===== src/lse_pkg.sv =====
`default_nettype none
package lse_pkg;

  localparam int PIXEL_COUNT_BITS_DEF = 24;

  localparam int WIN_BYTES = 6;
  localparam logic [47:0] DELIM_WORD = 48'h242340253626;

  // result queue, power of two so the pointers wrap on their own
  localparam int QUEUE_DEPTH = 4;

  localparam logic KIND_BYTE   = 1'b0;
  localparam logic KIND_STATUS = 1'b1;

  localparam logic [1:0] STATUS_FOUND     = 2'd0;
  localparam logic [1:0] STATUS_NOT_FOUND = 2'd1;
  localparam logic [1:0] STATUS_BAD_LEN   = 2'd2;

  typedef struct packed {
    logic       kind;
    logic [7:0] data_byte;
    logic [1:0] status;
    logic       last;
  } result_t;

  // up to two results from one pixel, r0 first
  typedef struct packed {
    logic [1:0] n;
    result_t    r0;
    result_t    r1;
  } push_t;

endpackage
`default_nettype wire


===== src/lse_step.sv =====
`default_nettype none
module lse_step #(
  parameter int PIXEL_COUNT_BITS = lse_pkg::PIXEL_COUNT_BITS_DEF
) (
  input  logic                      clk,
  input  logic                      rst,
  input  logic                      go,
  input  logic [2:0]                trio,
  input  logic [PIXEL_COUNT_BITS:0] pixel_count,
  output lse_pkg::push_t            push
);

  localparam int W = PIXEL_COUNT_BITS + 1;

  logic [6:0]   partial_bits;
  logic [2:0]   bits_held;
  logic [47:0]  byte_window;
  logic [2:0]   window_fill;
  logic [W-1:0] pixels_seen;
  logic         finished;

  logic [W-1:0] pc;
  logic [W-1:0] seen;
  logic         bad;
  logic         is_last;
  logic         pack;
  logic [9:0]   acc;
  logic [3:0]   held;
  logic [1:0]   extra;
  logic         byte_done;
  logic [7:0]   new_byte;
  logic [9:0]   rem;
  logic [47:0]  window_shift;
  logic         emit_old;
  logic         found;
  logic         e_end;
  lse_pkg::result_t res_byte;
  lse_pkg::result_t res_stat;

  always_comb begin
    pc = (pixel_count == '0) ? W'(1) : pixel_count;
    bad = pc[2:0] != 3'd0;
    seen = pixels_seen + W'(1);
    is_last = seen >= pc;
    pack = !finished && !bad;

    acc = {partial_bits, trio};
    held = {1'b0, bits_held} + 4'd3;
    byte_done = held >= 4'd8;
    // held stays below 11, so held - 8 is its low two bits
    extra = held[1:0];
    new_byte = 8'(acc >> extra);
    rem = acc & ((10'd1 << extra) - 10'd1);

    window_shift = {byte_window[39:0], new_byte};
    emit_old = pack && byte_done && (window_fill >= 3'(lse_pkg::WIN_BYTES));
    found = pack && byte_done && (window_fill >= 3'(lse_pkg::WIN_BYTES - 1)) &&
            (window_shift == lse_pkg::DELIM_WORD);
    e_end = is_last && (bad || !(finished || found));

    res_byte.kind = lse_pkg::KIND_BYTE;
    res_byte.data_byte = byte_window[47:40];
    res_byte.status = lse_pkg::STATUS_FOUND;
    res_byte.last = 1'b0;

    res_stat.kind = lse_pkg::KIND_STATUS;
    res_stat.data_byte = 8'd0;
    res_stat.last = 1'b1;
    if (found) begin
      res_stat.status = lse_pkg::STATUS_FOUND;
    end else if (bad) begin
      res_stat.status = lse_pkg::STATUS_BAD_LEN;
    end else begin
      res_stat.status = lse_pkg::STATUS_NOT_FOUND;
    end

    // found and end status never come together
    push.r0 = emit_old ? res_byte : res_stat;
    push.r1 = res_stat;
    if (!go) begin
      push.n = 2'd0;
    end else begin
      push.n = {1'b0, emit_old} + {1'b0, found || e_end};
    end
  end

  always_ff @(posedge clk) begin
    if (rst) begin
      partial_bits <= '0;
      bits_held <= '0;
      byte_window <= '0;
      window_fill <= '0;
      pixels_seen <= '0;
      finished <= 1'b0;
    end else if (go) begin
      if (is_last) begin
        partial_bits <= '0;
        bits_held <= '0;
        byte_window <= '0;
        window_fill <= '0;
        pixels_seen <= '0;
        finished <= 1'b0;
      end else begin
        pixels_seen <= seen;
        if (pack) begin
          if (byte_done) begin
            partial_bits <= rem[6:0];
            bits_held <= {1'b0, extra};
            byte_window <= window_shift;
            if (window_fill < 3'(lse_pkg::WIN_BYTES)) begin
              window_fill <= window_fill + 3'd1;
            end
            if (found) begin
              finished <= 1'b1;
            end
          end else begin
            partial_bits <= acc[6:0];
            bits_held <= held[2:0];
          end
        end
      end
    end
  end

endmodule
`default_nettype wire


===== src/lse_queue.sv =====
`default_nettype none
module lse_queue (
  input  logic             clk,
  input  logic             rst,
  input  lse_pkg::push_t   push,
  output logic             room,
  output logic             out_valid,
  input  logic             out_stall,
  output lse_pkg::result_t head
);

  localparam int DEPTH = lse_pkg::QUEUE_DEPTH;
  localparam int PW = $clog2(DEPTH);
  localparam int CW = $clog2(DEPTH + 1);

  lse_pkg::result_t mem [DEPTH];
  logic [PW-1:0] wr_ptr;
  logic [PW-1:0] rd_ptr;
  logic [CW-1:0] count;
  logic          pop;

  assign out_valid = count != '0;
  assign pop = out_valid && !out_stall;
  // space for the largest burst one pixel can cause
  assign room = count <= CW'(DEPTH - 2);
  assign head = mem[rd_ptr];

  always_ff @(posedge clk) begin
    if (push.n != 2'd0) begin
      mem[wr_ptr] <= push.r0;
    end
    if (push.n == 2'd2) begin
      mem[wr_ptr + PW'(1)] <= push.r1;
    end
  end

  always_ff @(posedge clk) begin
    if (rst) begin
      wr_ptr <= '0;
      rd_ptr <= '0;
      count <= '0;
    end else begin
      wr_ptr <= wr_ptr + PW'(push.n);
      if (pop) begin
        rd_ptr <= rd_ptr + PW'(1);
      end
      count <= count + CW'(push.n) - CW'(pop);
    end
  end

endmodule
`default_nettype wire


===== src/lsb_stego_extractor_unit.sv =====
// path: a transferred pixel waits in the input register until the queue has room, then its results go to the queue
// throughput: one pixel per cycle while the result queue has room; a pixel with two results holds
//   the single output port for both, and a four-entry result queue absorbs the burst
// reset: synchronous, clears image state and result queue; pixel_count returns to 1
// no clearing pass: the block takes pixels from the first cycle after reset
`default_nettype none
module lsb_stego_extractor_unit #(
  parameter int PIXEL_COUNT_BITS = lse_pkg::PIXEL_COUNT_BITS_DEF
) (
  input  logic                      clk,
  input  logic                      rst,
  input  logic                      cfg_valid,
  output logic                      cfg_ready,
  input  logic [PIXEL_COUNT_BITS:0] pixel_count,
  input  logic                      in_valid,
  output logic                      in_stall,
  input  logic [7:0]                first_channel,
  input  logic [7:0]                second_channel,
  input  logic [7:0]                third_channel,
  output logic                      out_valid,
  input  logic                      out_stall,
  output logic                      kind,
  output logic [7:0]                data_byte,
  output logic [1:0]                status,
  output logic                      last
);

  logic [PIXEL_COUNT_BITS:0] image_pixels;
  logic                      pix_valid;
  logic [2:0]                pix_trio;
  logic                      room;
  logic                      go;
  logic                      accept;
  lse_pkg::push_t            push;
  lse_pkg::result_t          head;

  assign cfg_ready = 1'b1;
  assign go = pix_valid && room;
  assign in_stall = pix_valid && !room;
  assign accept = in_valid && !in_stall;

  always_ff @(posedge clk) begin
    if (rst) begin
      image_pixels <= {{PIXEL_COUNT_BITS{1'b0}}, 1'b1};
    end else if (cfg_valid && cfg_ready) begin
      image_pixels <= pixel_count;
    end
  end

  // input register, only the channel lsbs matter
  always_ff @(posedge clk) begin
    if (rst) begin
      pix_valid <= 1'b0;
    end else if (accept) begin
      pix_valid <= 1'b1;
    end else if (go) begin
      pix_valid <= 1'b0;
    end
  end

  always_ff @(posedge clk) begin
    if (accept) begin
      pix_trio <= {first_channel[0], second_channel[0], third_channel[0]};
    end
  end

  lse_step #(
    .PIXEL_COUNT_BITS(PIXEL_COUNT_BITS)
  ) u_step (
    .clk        (clk),
    .rst        (rst),
    .go         (go),
    .trio       (pix_trio),
    .pixel_count(image_pixels),
    .push       (push)
  );

  lse_queue u_queue (
    .clk      (clk),
    .rst      (rst),
    .push     (push),
    .room     (room),
    .out_valid(out_valid),
    .out_stall(out_stall),
    .head     (head)
  );

  assign kind = head.kind;
  assign data_byte = head.data_byte;
  assign status = head.status;
  assign last = head.last;

endmodule
`default_nettype wire


===== config.mk =====
export PLATFORM = sky130hd
export DESIGN_NAME = lsb_stego_extractor_unit
export DESIGN_NICKNAME = d
export VERILOG_FILES = /design/src/lse_pkg.sv /design/src/lse_step.sv /design/src/lse_queue.sv /design/src/lsb_stego_extractor_unit.sv
export SDC_FILE = /design/constraint.sdc
export NUM_CORES = 1
export LEC_CHECK = 0
export BUFFER_PORTS_ARGS = -buffer_cell sky130_fd_sc_hd__buf_4
export CAP_MARGIN = 20
export CORE_UTILIZATION = 35
export DETAILED_ROUTE_END_ITERATION = 8
export SKIP_LAST_GASP = 1
export SYNTH_ARGS = -nofsm -noshare
export SYNTH_HDL_FRONTEND = slang
export SYNTH_HIERARCHICAL = 1
export SYNTH_SLANG_ARGS = --single-unit

===== constraint.sdc =====
create_clock -name clk -period 10 [get_ports clk]
set_input_delay 2 -clock clk [delete_from_list [all_inputs] [get_ports clk]]
set_output_delay 2 -clock clk [all_outputs]
set_load 0.01 [all_outputs]

==> flow_summary.ini <==
[logic_synthesis]
synthesis.instances = 814
synth-seq-cells = 173
synth-async-reset-ratio = 0
synth_enable_flop_cells = 51
synth-seq-area-share = 0.447
yosys_warnings = 6
synth.lib_cells_used.distinct = 73
syn_area_per_cell_um2 = 10.9
post_synth_instance_area_um2 = 8880
postSynth.topFlopCell = dfxtp_1

[global_routing]
overflow = 0
number_of_antenna_violations_at_the_first_check_in_global_routing = 0
globalRouteTotalUtil = 0.144
grt_pass1_wl_um = 29500
maximum_number_of_pins_on_one_net_before_global_route_repair = 79
grt_pass1_vias = 5769

[die]
floorplan.io_pins = 69
fp.dieArea_um2 = 26000
initial_cell_density_of_the_core = 0.361
floorplan.die.height_um = 161
die_width_um = 161
core_area_um2 = 24600
floorplan.rows = 57

[drt]
drt-total-wl_um = 18000
vias_per_cell = 5.12
detail-route-antenna-nets = 0
avgRoutedWirePerCell_um = 15.3
detail_route.drc_violations = 0
detail_route.iter0.violations = 339
vias = 5995
detail_route.first_pass.iterations = 4

[sta]
worst_max_slew_margin_expressed_relative_to_the_limit = 0.341
finalSetupViolations = 0
final.hold.worst_slack_ns = 0.466
grt_setup_unrepaired = no
post_route_minimum_period_ns = 5.73
max_freq_mhz = 175
worstMarginPinSlew_ns = 0.981
finClkSkew_ns = 0.0181
timing_max_transition_violations_final = 0
finalSetupTns_ns = 0
finalCritPeriodShare = 0.573
hold_viol_final = 0

[critical_path]
timing_worst_setup_path_type = reg2reg
worst_ep_required_time_ns = 10.09
critPathCaptureType = register
worst-r2r-setup-slack_ns = 4.27
crit_arrival_ns = 5.81
critical_path.startpoint_type = register
cp_max_fo = 13

[clock_network]
postCtsSetupRepairBufs = 0
cts_tree = yes
holdBufCountCts = 0
cts.repair.resized = 0
cts-root-buf = clkbuf_16
clkLatencyLatePin_ns = 0.44
cts.clk_slew.worst_paths_ns = 0.07
clock_path_buffers = 2
h-tree-depth = 4
cts.sinks = 173
numCtsBuffers = 17

[pwr]
power.total_w = 0.00163
p_leak_nw = 3.77
vdd_ir_drop_max_mv = 0.140
power-per-cell-area_nw_per_um2 = 164

[layout]
post-route-util = 0.404
n_antenna_cell = 0
multi_input_comb_area_um2 = 4390
mostFrequentLayoutCells = dfxtp_1 (122), buf_4 (54), edfxtp_1 (51), a22o_1 (48), nor2_1 (46)
most_common_cell_after_layout_fill_and_taps_aside = dfxtp_1
nNetsFinal = 928
final_cells = 1172
fillerInstances = 2387
syn_to_final_growth_pct = 11.9
seqCellArea_um2 = 3970
final_layout_size_suffix_gt1_frac = 0.202

[placement]
placed_cells = 1140
finalWeightedCongestion = 0.765
hpwl_um = 11700
numPortBuffers = 46

[hold_path]
worst_hold_path_type = reg2reg

[outcome]
outcome = finished clean

[run]
drv.max_cap_violation_count = 0
-- synth_stat cells (5+ instances only) --
| cell type | count | area share |
|---|---|---|
| buf_2 | 11 | 0.0062 |
| dfxtp_1 | 122 | 0.28 |
| o31ai_1 | 5 | 0.0042 |
| nand2_1 | 28 | 0.012 |
| a21boi_0 | 6 | 0.0051 |
| and2_1 | 16 | 0.011 |
| nor3_1 | 11 | 0.0062 |
| xor2_1 | 12 | 0.012 |
| xnor2_1 | 16 | 0.016 |
| a22o_1 | 48 | 0.047 |
| ha_1 | 38 | 0.054 |
| a21oi_1 | 41 | 0.023 |
| nor2_1 | 47 | 0.020 |
| buf_6 | 5 | 0.0063 |
| edfxtp_1 | 51 | 0.17 |
| mux2i_1 | 25 | 0.028 |
| clkbuf_1 | 21 | 0.0089 |
| nand4_1 | 18 | 0.013 |
| mux2_2 | 40 | 0.051 |
| mux4_2 | 18 | 0.046 |
| nor2b_1 | 11 | 0.0077 |
| o21a_1 | 5 | 0.0042 |
| buf_4 | 17 | 0.014 |
| nand2b_1 | 17 | 0.012 |
| nand3_1 | 31 | 0.017 |
| o21ai_0 | 12 | 0.0068 |
| inv_1 | 44 | 0.019 |
| nor4_1 | 8 | 0.0056 |
| and3_1 | 9 | 0.0063 |
| mux2_4 | 9 | 0.015 |
| or3_1 | 6 | 0.0042 |
-- logic make-up after synthesis --
logic type / share of synthesized area
AND/OR/NAND/NOR: 0.146
flip-flops: 0.447
AO/OA/AOI/OAI: 0.120
buffers and inverters: 0.0624
multiplexers: 0.140
adder cells (fa/ha/maj): 0.0558
XOR/XNOR: 0.0276
other: 0.00127
-- power breakdown --
| group | total [W] | internal, W | switching [W] |
|---|---|---|---|
| Combinational | 0.000194 | 0.0000956 | 0.0000983 |
| Sequential | 0.000764 | 0.000737 | 0.0000265 |
| Clock | 0.000675 | 0.000373 | 0.000302 |
| Total | 0.00163 | 0.00121 | 0.000427 |
-- registers in the layout, summed over array words and instances (netlist names), named ones only --
name,cells
u_queue/count,3
u_queue/mem,48
pix_trio,3
u_step/partial_bits,7
u_step/bits_held,3
u_step/finished,1
pix_valid,1
u_step/window_fill,3
u_queue/wr_ptr,2
u_step/pixels_seen,25
u_queue/rd_ptr,2
u_step/byte_window,48
image_pixels,25
-- through the flow --
stage | setup WS (ns) | cell area (um^2)
6_report | 4.27 | 9940
5_1_grt | 3.90 | 9940
4_1_cts | 4.24 | 9940
3_5_place_dp | 4.28 | 9340
3_3_place_gp | 4.35 | 9340
2_1_floorplan | 4.64 | 8910
-- metal layers --
layer  GRT usage  vias up  routed length (um)
met5           0        -                   0
met4      0.0510        0                 153
met3      0.0290       10                 600
met2       0.233       99                8410
met1       0.191     2865                8790
li1            -     3021                   -
-- cell type report --
| cell class | count | share of cell area |
|---|---|---|
| Clock buffer | 18 | 0.0442 |
| Clock inverter | 14 | 0.0161 |
| Inverter | 44 | 0.0166 |
| Multi-Input combinational cell | 545 | 0.442 |
| Sequential cell | 173 | 0.400 |
| Tap cell | 324 | 0.0408 |
| Timing Repair Buffer | 54 | 0.0408 |
-- worst max-delay path: stages (launching register included) --
cell and delay (ns):
dfxtp_1 0.42, ha_1 0.28, nand3_1 0.16, or4_1 0.70, nor2_1 0.17, xor2_1 0.30, ha_1 0.19, nand3_1 0.13
nor3_2 0.34, and3_1 0.21, a41o_1 0.34, nor2_2 0.07, a22oi_1 0.16, ha_1 0.25, and2_1 0.25, nor2b_2 0.21
and3b_1 0.77, a21o_2 0.43
-- worst paths after layout --
check,from,to,depth (start not counted)
setup / recovery,u_step/pixels_seen[0],u_queue/mem[2][2],17
hold / removal,u_step/partial_bits[6],u_step/partial_bits[6],2
setup reg to reg,u_step/pixels_seen[0],u_queue/mem[2][2],17
hold reg to reg,u_step/partial_bits[6],u_step/partial_bits[6],2
(Power assumes the default switching activity.)
